==> src/rtl/ppdb_pkg.sv <==
`default_nettype none
package ppdb_pkg;

    // default store geometry
    localparam int MAX_COLUMNS_DEF = 128;
    localparam int MAX_ROWS_DEF    = 64;

    // signed width of projected cell positions
    localparam int POS_W = 26;

    localparam logic [7:0] GLYPH_SPACE = 8'd32;

    // register reset values
    localparam logic [7:0]  SCREEN_WIDTH_RST  = 8'd80;
    localparam logic [6:0]  SCREEN_HEIGHT_RST = 7'd40;
    localparam logic [30:0] EYE_DISTANCE_RST  = 31'd655360;
    localparam logic [30:0] SCREEN_OFFSET_RST = 31'd655360;

    // register indexes
    localparam logic [1:0] CFG_SCREEN_WIDTH  = 2'd0;
    localparam logic [1:0] CFG_SCREEN_HEIGHT = 2'd1;
    localparam logic [1:0] CFG_EYE_DISTANCE  = 2'd2;
    localparam logic [1:0] CFG_SCREEN_OFFSET = 2'd3;

    // item functions; the unused selector is taken and dropped
    localparam logic [1:0] FUNC_PLOT  = 2'd0;
    localparam logic [1:0] FUNC_CLEAR = 2'd1;
    localparam logic [1:0] FUNC_READ  = 2'd2;
    localparam logic [1:0] FUNC_NONE  = 2'd3;

    // result status codes
    localparam logic [2:0] STATUS_DRAWN   = 3'd0;
    localparam logic [2:0] STATUS_HIDDEN  = 3'd1;
    localparam logic [2:0] STATUS_OFF     = 3'd2;
    localparam logic [2:0] STATUS_BEHIND  = 3'd3;
    localparam logic [2:0] STATUS_CLEARED = 3'd4;
    localparam logic [2:0] STATUS_READ    = 3'd5;

    typedef struct packed {
        logic [1:0]  func;
        logic [31:0] x_coord;
        logic [31:0] y_coord;
        logic [31:0] z_coord;
        logic [7:0]  glyph;
        logic [6:0]  read_column;
        logic [5:0]  read_row;
    } in_t;

    typedef struct packed {
        logic [2:0]  status;
        logic [6:0]  cell_column;
        logic [5:0]  cell_row;
        logic [7:0]  glyph_out;
        logic [31:0] depth_out;
    } out_t;

    // which result the output register takes
    typedef enum logic [2:0] {
        RES_BEHIND,
        RES_OFF,
        RES_PLOT,
        RES_CLEAR,
        RES_READ
    } res_sel_t;

    typedef struct packed {
        logic     load;
        logic     div_init;
        logic     div_step;
        logic     mul_x;
        logic     mul_y;
        logic     rnd_y;
        logic     pos;
        logic     rd_plot;
        logic     rd_read;
        logic     plot_wb;
        logic     clr_wr;
        logic     out_load;
        res_sel_t res_sel;
    } cmd_t;

    typedef struct packed {
        logic [1:0] in_func;
        logic       behind;
        logic       div_last;
        logic       off;
        logic       clr_last;
        logic       out_free;
    } sts_t;

endpackage
`default_nettype wire

==> src/rtl/ppdb_ctrl.sv <==
`default_nettype none
module ppdb_ctrl (
    input  wire logic            aclk,
    input  wire logic            aresetn,
    input  wire logic            s_valid,
    output logic                 s_ready,
    input  wire ppdb_pkg::sts_t  sts,
    output ppdb_pkg::cmd_t       cmd
);

    typedef enum logic [3:0] {
        S_CLEAR,
        S_IDLE,
        S_CHECK,
        S_DIV,
        S_MULX,
        S_MULY,
        S_RNDY,
        S_POS,
        S_TEST,
        S_PWB,
        S_READ,
        S_OUT
    } state_t;

    state_t             state_reg, state_next;
    ppdb_pkg::res_sel_t res_reg, res_next;
    logic               clr_item_reg, clr_item_next;

    // next state and commands
    always_comb begin
        state_next    = state_reg;
        res_next      = res_reg;
        clr_item_next = clr_item_reg;
        cmd           = '0;
        cmd.res_sel   = res_reg;
        case (state_reg)
            S_CLEAR: begin
                cmd.clr_wr = 1'b1;
                if (sts.clr_last) begin
                    if (clr_item_reg) begin
                        res_next   = ppdb_pkg::RES_CLEAR;
                        state_next = S_OUT;
                    end else begin
                        state_next = S_IDLE;
                    end
                end
            end
            S_IDLE: begin
                if (s_valid) begin
                    cmd.load = 1'b1;
                    case (sts.in_func)
                        ppdb_pkg::FUNC_PLOT:  state_next = S_CHECK;
                        ppdb_pkg::FUNC_CLEAR: begin
                            clr_item_next = 1'b1;
                            state_next    = S_CLEAR;
                        end
                        ppdb_pkg::FUNC_READ:  state_next = S_READ;
                        default:              state_next = S_IDLE;
                    endcase
                end
            end
            S_CHECK: begin
                if (sts.behind) begin
                    res_next   = ppdb_pkg::RES_BEHIND;
                    state_next = S_OUT;
                end else begin
                    cmd.div_init = 1'b1;
                    state_next   = S_DIV;
                end
            end
            S_DIV: begin
                cmd.div_step = 1'b1;
                if (sts.div_last) begin
                    state_next = S_MULX;
                end
            end
            S_MULX: begin
                cmd.mul_x  = 1'b1;
                state_next = S_MULY;
            end
            S_MULY: begin
                cmd.mul_y  = 1'b1;
                state_next = S_RNDY;
            end
            S_RNDY: begin
                cmd.rnd_y  = 1'b1;
                state_next = S_POS;
            end
            S_POS: begin
                cmd.pos    = 1'b1;
                state_next = S_TEST;
            end
            S_TEST: begin
                if (sts.off) begin
                    res_next   = ppdb_pkg::RES_OFF;
                    state_next = S_OUT;
                end else begin
                    cmd.rd_plot = 1'b1;
                    state_next  = S_PWB;
                end
            end
            S_PWB: begin
                cmd.plot_wb = 1'b1;
                res_next    = ppdb_pkg::RES_PLOT;
                state_next  = S_OUT;
            end
            S_READ: begin
                cmd.rd_read = 1'b1;
                res_next    = ppdb_pkg::RES_READ;
                state_next  = S_OUT;
            end
            S_OUT: begin
                if (sts.out_free) begin
                    cmd.out_load  = 1'b1;
                    clr_item_next = 1'b0;
                    state_next    = S_IDLE;
                end
            end
            default: state_next = S_IDLE;
        endcase
    end

    // state register; reset starts with a pass over the frame
    always_ff @(posedge aclk) begin
        if (!aresetn) begin
            state_reg    <= S_CLEAR;
            res_reg      <= ppdb_pkg::RES_CLEAR;
            clr_item_reg <= 1'b0;
        end else begin
            state_reg    <= state_next;
            res_reg      <= res_next;
            clr_item_reg <= clr_item_next;
        end
    end

    assign s_ready = (state_reg == S_IDLE);

endmodule
`default_nettype wire

==> config.mk <==
export PLATFORM = sky130hd
export DESIGN_NAME = ppdb_ctrl
export DESIGN_NICKNAME = d
export VERILOG_FILES = /design/src/rtl/ppdb_pkg.sv /design/src/rtl/ppdb_ctrl.sv
export SDC_FILE = /design/constraint.sdc
export NUM_CORES = 1
export LEC_CHECK = 0
export BUFFER_PORTS_ARGS = -buffer_cell sky130_fd_sc_hd__buf_2
export CAP_MARGIN = 15
export CORE_MARGIN = 2
export CORE_UTILIZATION = 47
export CTS_CLUSTER_SIZE = 28
export DETAILED_ROUTE_END_ITERATION = 10
export PLACE_DENSITY = 0.83
export SLEW_MARGIN = 10
export SYNTH_ARGS = -nofsm -noshare
export SYNTH_HDL_FRONTEND = slang
export SYNTH_SLANG_ARGS = --single-unit
==> constraint.sdc <==
create_clock -name aclk -period 1.6 [get_ports aclk]
set_input_delay 0.32 -clock aclk [delete_from_list [all_inputs] [get_ports aclk]]
set_output_delay 0.32 -clock aclk [all_outputs]
set_load 0.01 [all_outputs]
* Word-level counts from Yosys, hierarchy flattened
Cells that the tools add are included.
W data, S select, Z words.
** Storage, ports and cells
- Output and inout bits :: 16
- Bits in registers :: 8
- Logic and storage cells :: 66
** Operators by class
- Equality and inequality tests :: 21
- Reduce and logical (&&, ||, !) cells :: 8
- Muxes and demuxes :: 34
** Operator list (count)
- $pmux W4 S11 :: 1
- $mux W4 :: 6
- $mux W1 :: 19
- $eq A4 B3 Y1 const B :: 4
- $eq A4 B4 Y1 const B :: 4
- $pmux W3 S5 :: 1
- $ne A2 B2 Y1 const B :: 7
- $mux W3 :: 4
- $pmux W4 S3 :: 1
- $eq A4 B2 Y1 const B :: 2
- $reduce_and A4 Y1 :: 2
- $reduce_and A5 Y1 :: 1
- $reduce_bool A5 Y1 :: 1
- $eq A4 B1 Y1 const B :: 1
- $logic_not A4 Y1 :: 1
- $eq A2 B1 Y1 const B :: 1
- $eq A2 B2 Y1 const B :: 1
- $logic_not A2 Y1 :: 1
- $mux W2 :: 1
- $ne A2 B1 Y1 const B :: 1
- $pmux W1 S2 :: 1
- $reduce_bool A2 Y1 :: 1
- $reduce_or A2 Y1 :: 1

* Longest topological paths before layout
Gate-level depths: netlist of run 1.
- Depth in word-level cells :: 4
- Gate-level depth with buffers :: 6
- Depth with buffers taken out :: 4

* Least setup slack after synthesis of run 1
Ideal clock, no wire load.
- Kind :: reg2out
- From :: reg state_reg[3]
- To :: out cmd[4] in the netlist's numbering
- Buffers on the path :: 2
- Path slack :: 0.111 ns
- Data arrival time :: 1.169 ns
- Stages on the path, launching flop included :: 4
- Cell sequence :: dfxtp_1 buf_2 buf_2 nor4_1
** RTL lines
- from (decl) :: line ppdb_ctrl.sv:26 : state_t state_reg, state_next;
- from (signal assigned) :: line ppdb_ctrl.sv:131 : state_reg <= state_next;
- to (decl) :: line ppdb_ctrl.sv:8 : output ppdb_pkg::cmd_t cmd

==> results.yml, run 1 <==
power_and_ir_drop:
  combPwrFrac_pct: 60.1
  total_power_mw: 1.41
  power.leakage_nw: 0.439
  p_seq_share_pct: 29.2
  p_int_mw: 0.783
  sw_frac_of_total_pct: 44.4
  net-switching-power_mw: 0.625
  p_per_area_mw_per_mm2: 1510
  vdd_drop_max_uv: 961
  clkPwrFrac_pct: 10.8
yosys:
  yosysTopAreaCellShare_pct: 23.0
  synth_top_area_cell: "dfxtp_1"
  syn_avg_cell_area_um2: 7.56
  synth-seq-cells: 8
  synth_xor_area_share_pct: 1.26
  syn_inst: 92
  post_synth_and_or_nand_nor_area_fraction_pct: 31.5
  synth_adder_area_share_pct: 0
  synth_top_family_by_area: "simple AND/OR/NAND/NOR gates"
  synth_mux_area_share_pct: 2.88
  synth.net_count: 102
  yosysSeqAreaShare_pct: 23.0
  yosys_warnings: 0
  yosysUniqueCellTypes: 38
  synth_compound_area_share_pct: 28.2
  synthTopCellsByArea: "dfxtp_1, a21oi_1, nor2_1, buf_6, nor3_1"
  synth_area_um2: 696
sta:
  tightest_slew_ns: 0.350
  hold_viol: 0
  rsz0062_at_grt: "yes"
  relSlewSlack_pct: 76.7
  fin_tns_setup_ns: 0
  fmax_ghz: 0.634
  fin_crit_ns: 1.58
  slew_violations: 0
  finalSetupViolCount: 0
  period_share_pct: 98.6
  fin_skew_ns: 0.00452
cts:
  htreeDepth: 1
  cts_tree: "built"
  clk_pin_slew_ns: 0.05
  clock_sinks: 8
  cts_buffers: 3
  cts.path.max_buffers: 2
  clock_latency_ns: 0.25
  cts_hold_buffers: 0
  cts_root_buf: "clkbuf_4"
job:
  maxCapViolCount: 0
placed_design:
  gp_congestion: 0.849
  dp_hpwl_um: 1330
  place_area_um2: 831
  numPortBuffers: 25
routing:
  drt_wl_total_um: 1920
  drt_iter0_markers: 19
  firstDrtPassIters: 4
  vias_per_cell: 5.88
  route.vias.total: 799
  route.detailed.drc: 0
  wl_per_cell_um: 14.1
  detail-route-antenna-nets: 0
final_layout:
  layout-drive-gt1-share_pct: 46.3
  antenna_cells: 0
  syn_to_final_growth_pct: 33.8
  largest_reg_flops: 4
  nNetsFinal: 133
  multi_input_area_um2: 490
  final_cell_area_um2: 931
  seq_area_um2: 173
  nFillCells: 108
min_path:
  whs_path_depth: 2
  hold_path_class: "input pin to register"
setup_path:
  critical_path_class: "register to primary output"
  cpPeakStageDelay_ns: 0.34
  crit_chain: "buf_6, nor4_2, buf_2"
  arrival_ns: 1.26
  crit_fanout: 11
  worstSetupEndpointType: "primary output"
  slowest_stage: "dfxtp_2"
  required_ns: 1.28
  critPathLaunchType: "register"
  r2r_cells: 5
global_route:
  grt_first_pass_wirelength_um: 3060
  grt_max_degree: 21
  grt_antenna_before_repair: 0
  first_global_vias: 707
  gr-total-overflow: 0
  grt_usage_pct: 21.5
die:
  io_pins: 26
  die_area_mm2: 0.00180
  rows: 13
  start_util_pct: 52.2
  fp.dieH_um: 42.5
  die_x_um: 42.5
  coreArea_mm2: 0.00133
outcome:
  status: "finished, final reports clean"
==> worst max-delay path, delay by kind of cell, from the launching register on <==
kind | cells | cell delay, ns
buffers and inverters | 2 | 0.34
DFF | 1 | 0.34
and+or+nand+nor | 1 | 0.32
==> synthesized netlist by cell type <==
library cell and count:
nor4_1 3, or2_0 1, a41oi_1 1, a21boi_0 1, xnor2_1 1, nand2_4 1, a211oi_2 1, nor3_1 6
and3b_1 2, buf_4 2, nor3b_1 2, a21boi_1 1, o32ai_1 1, buf_6 3, nand2_1 2, o21a_1 1
nor2b_1 3, buf_2 4, o21ai_1 1, dfxtp_1 8, o21ai_0 5, o31a_1 1, and2_1 1, nand2b_1 4
o22a_1 1, a221oi_2 1, a21oi_1 9, a32o_1 1, and3_1 1, a221o_1 1, o311a_1 1, nand3_1 1
nor2_1 9, inv_1 6, a31oi_1 1, and4_1 1, mux2i_1 2, and2_4 1
==> what timing repair did <==
item                                   4_1_cts  5_1_grt
buffers inserted                             0        2
setup endpoints to repair                   16       10
endpoints found under the hold margin        0        0
gates resized for setup                      8       12
==> per-stage QoR <==
stage	hold WS, ns	utilization [%]	cells	worst slack (ns)
floorplan	0.396	-	92	0.111
detailed placement	0.555	62.3	131	-0.0973
global placement	0.516	62.3	131	-0.00556
global route	0.334	69.8	136	-0.0304
CTS	0.326	65.5	134	-0.0249
finish	0.336	69.8	136	0.0225
==> path summary, 6_finish.rpt <==
kind / from / endpoint / slack [ns]
worst min register to register: res_reg[0]$_SDFFE_PN1P_ / res_reg[0]$_SDFFE_PN1P_ / 0.57
worst max-delay path: state_reg[3]$_SDFFE_PN0P_ / cmd[4] / 0.02
worst max register to register: state_reg[3]$_SDFFE_PN0P_ / res_reg[1]$_SDFFE_PN1P_ / 0.18
worst min-delay path: aresetn / res_reg[0]$_SDFFE_PN1P_ / 0.34
==> area by class of cell <==
class,instances,area share [%]
clock buffer,3,2.42
inverter,6,2.42
multi-input combinational,69,52.7
sequential,8,18.5
tap,15,2.02
timing repair buffer,35,21.9
==> power by group through the flow <==
stage | registers [mW] | clock network, mW | logic (mW)
detailed placement | 0.383 | 0 | 0.739
global route | 0.421 | 0.169 | 0.924
CTS | 0.399 | 0.157 | 0.751
floorplan | 0.285 | 0 | 0.644
finish | 0.411 | 0.151 | 0.846
global placement | 0.379 | 0 | 0.721
==> layout by cell type, fill, tap and decap left out, types with 2 or more instances in the layout <==
| master | n |
|---|---|
| nand2b_1 | 3 |
| buf_2 | 25 |
| o21ai_0 | 5 |
| and3b_1 | 2 |
| nor3_2 | 2 |
| and2_4 | 2 |
| nor4_1 | 2 |
| nor2b_1 | 2 |
| mux2i_1 | 2 |
| a21oi_1 | 9 |
| nor3_1 | 4 |
| clkbuf_4 | 3 |
| inv_1 | 6 |
| dfxtp_1 | 4 |
| nor2_1 | 7 |
| nor3b_1 | 2 |
| dfxtp_4 | 3 |
| buf_4 | 9 |
==> layer usage <==
layer	GRT usage [%]	wire length (µm)
met4	10.0	23
met5	0	0
met1	30.2	858
met2	32.0	912
met3	3.02	128
==> cell families (layout without fill, tap and decap cells) <==
family                 Yosys count  in the layout
buffers and inverters           15             44
flip-flops                       8              8
AND/OR/NAND/NOR                 38             38
AO/OA/AOI/OAI                   28             28
XOR/XNOR                         1              1
multiplexers                     2              2
No activity file was read; power rests on OpenSTA's default activity.
==> run 2, diff against run 1 <==
--- a/config.mk
+++ b/config.mk
@@ -12,6 +12,7 @@
 export CTS_CLUSTER_SIZE = 28
 export DETAILED_ROUTE_END_ITERATION = 10
 export PLACE_DENSITY = 0.83
+export SKIP_LAST_GASP = 1
 export SLEW_MARGIN = 10
 export SYNTH_ARGS = -nofsm -noshare
 export SYNTH_HDL_FRONTEND = slang
==> constraint.sdc (replaced) <==
create_clock -name aclk -period 1.6 [get_ports aclk]
set_input_delay 0.32 -clock aclk [delete_from_list [all_inputs] [get_ports aclk]]
set_output_delay 0.32 -clock aclk [all_outputs]
set_load 0.05 [all_outputs]
==> results.yml, run 2 (synthesis gave the netlist of run 1 again) <==
placed_design:
  dp_slack_ns: -0.0169
  numPortBuffers: 25
  gp_congestion: 0.845
  dp_hpwl_um: 1450
setup_path:
  slowest_stage: "dfxtp_4"
  cp-endpoint: "res_reg[1]$_SDFFE_PN1P_"
  critical-path-top-delay-family: "compound AO/OA/AOI/OAI gates"
  required_ns: 1.73
  arrival_ns: 1.79
  rr_endpoint: "res_reg[1]$_SDFFE_PN1P_"
  critical_path_class: "register to register"
  cp_num_cells: 6
  worstSetupEndpointType: "register"
  critPathLaunchType: "register"
  worstSetupStartpoint: "state_reg[2]$_SDFFE_PN0P_"
  r2r_cells: 6
  crit_chain: "buf_6, buf_4, or2_0, a221o_1, a21oi_1, o21ai_0"
  reg2reg_from: "state_reg[2]$_SDFFE_PN0P_"
  crit_fanout: 5
  critical_path_buf_inv_count: 2
  cpPeakStageDelay_ns: 0.36
  worst-r2r-setup-slack_ns: -0.07
sta:
  period_share_pct: 104
  fin_skew_ns: 0.00444
  relSlewSlack_pct: 79.4
  finalSetupViolCount: 4
  hold_viol: 0
  fin_crit_ns: 1.67
  tightest_slew_ns: 0.307
  fin_ws_ns: -0.0656
  fmax_ghz: 0.600
  rsz0062_at_grt: "yes"
  slew_violations: 0
die:
  rows: 13
  die_x_um: 42.5
  io_pins: 26
  fp.dieH_um: 42.5
  die_area_mm2: 0.00180
  start_util_pct: 52.2
  coreArea_mm2: 0.00133
routing:
  vias_per_cell: 6.23
  firstDrtPassIters: 4
  drt_wl_total_um: 2700
  detail-route-antenna-nets: 0
  route.vias.total: 929
  route.detailed.drc: 0
  drt_iter0_markers: 29
  wl_per_cell_um: 18.1
power_and_ir_drop:
  net-switching-power_mw: 1.04
  vdd_drop_max_uv: 1540
  p_per_area_mw_per_mm2: 1750
  p_int_mw: 1.04
  p_seq_share_pct: 17.0
  combPwrFrac_pct: 75.5
  sw_frac_of_total_pct: 49.8
  clkPwrFrac_pct: 7.5
  total_power_mw: 2.08
  power.leakage_nw: 0.531
global_route:
  gr-total-overflow: 0
  grt_usage_pct: 24.5
  grt_max_degree: 13
  first_global_vias: 779
  grt_first_pass_wirelength_um: 3420
  grt_antenna_before_repair: 0
outcome:
  failed_checks: "negative setup slack"
  status: "finished, violations left"
final_layout:
  multi_input_area_um2: 548
  largest_reg_flops: 4
  layout.cells.most_common_list: "buf_4, buf_6, buf_2, a21oi_1, inv_1"
  final_common_cell: "buf_4"
  nFillCells: 58
  layout-drive-gt1-share_pct: 56.0
  nNetsFinal: 146
  syn_to_final_growth_pct: 70.7
  seq_area_um2: 173
  antenna_cells: 0
cts:
  cts_buffers: 3
  cts_hold_buffers: 0
  cts.path.max_buffers: 2
  cts_root_buf: "clkbuf_4"
  htreeDepth: 1
  clock_sinks: 8
  cts_tree: "built"
  clk_pin_slew_ns: 0.06
  clock_latency_ns: 0.26
job:
  maxCapViolCount: 0
min_path:
  hold_path_class: "input pin to register"
-- run 2: area by class of cell --
cell class | count | share of cell area, %
Clock buffer | 3 | 1.90
Timing Repair Buffer | 48 | 33.9
Sequential cell | 8 | 14.5
Multi-Input combinational cell | 69 | 46.2
Inverter | 6 | 1.90
Tap cell | 15 | 1.58
-- run 2: worst min path at each step --
| stage | start | end | slack [ns] | depth (start not counted) |
|---|---|---|---|---|
| 2_1_floorplan | aresetn | res_reg[0]$_SDFFE_PN1P_ | 0.40 | 1 |
| 5_1_grt | aresetn | res_reg[1]$_SDFFE_PN1P_ | 0.35 | 2 |
| 4_1_cts | aresetn | res_reg[1]$_SDFFE_PN1P_ | 0.30 | 2 |
| 6_report | aresetn | res_reg[1]$_SDFFE_PN1P_ | 0.34 | 2 |
| 3_5_place_dp | res_reg[1]$_SDFFE_PN1P_ | res_reg[1]$_SDFFE_PN1P_ | 0.54 | 2 |
| 3_3_place_gp | res_reg[0]$_SDFFE_PN1P_ | res_reg[0]$_SDFFE_PN1P_ | 0.53 | 2 |
-- run 2: worst register-to-register path: stages, from the launching register on --
cell and delay [ns]:
dfxtp_4 0.36, buf_6 0.14, buf_4 0.14, or2_0 0.22
a221o_1 0.35, a21oi_1 0.20, o21ai_0 0.13
-- run 2: per-stage QoR --
stage / cell area (µm²) / instances / util, % / setup TNS, ns / hold slack (ns)
global route: 1190 / 149 / 89.0 / -0.481 / 0.351
CTS: 1100 / 145 / 82.6 / -0.0287 / 0.303
finish: 1190 / 149 / 89.0 / -0.127 / 0.342
floorplan: 781 / 92 / - / -0.929 / 0.396
global placement: 937 / 136 / 70.3 / 0 / 0.529
detailed placement: 937 / 136 / 70.3 / -0.0407 / 0.536
-- run 2: repair_timing --
item | in CTS | in global routing
buffers inserted | 6 | 3
endpoints found under the setup margin | 17 | 14
cloned | 0 | 1
pin swaps | 2 | 1
resized for setup | 29 | 23
-- run 2: routing by layer --
layer | track usage, % | share of wire (%) | wire length [µm] | vias up
li1 | - | - | - | 415
met1 | 32.7 | 41 | 1090 | 442
met2 | 40.0 | 50 | 1350 | 62
met3 | 3.02 | 6.2 | 168 | 10
met4 | 8.75 | 3.2 | 87 | 0
met5 | 0 | 0 | 0 | -
-- run 2: power by group through the flow --
stage	combinational, mW	clock (mW)	sequential (mW)
2_1_floorplan	0.959	0	0.335
3_3_place_gp	1.14	0	0.356
3_5_place_dp	1.16	0	0.362
4_1_cts	1.38	0.160	0.351
5_1_grt	1.65	0.173	0.361
6_report	1.57	0.157	0.354
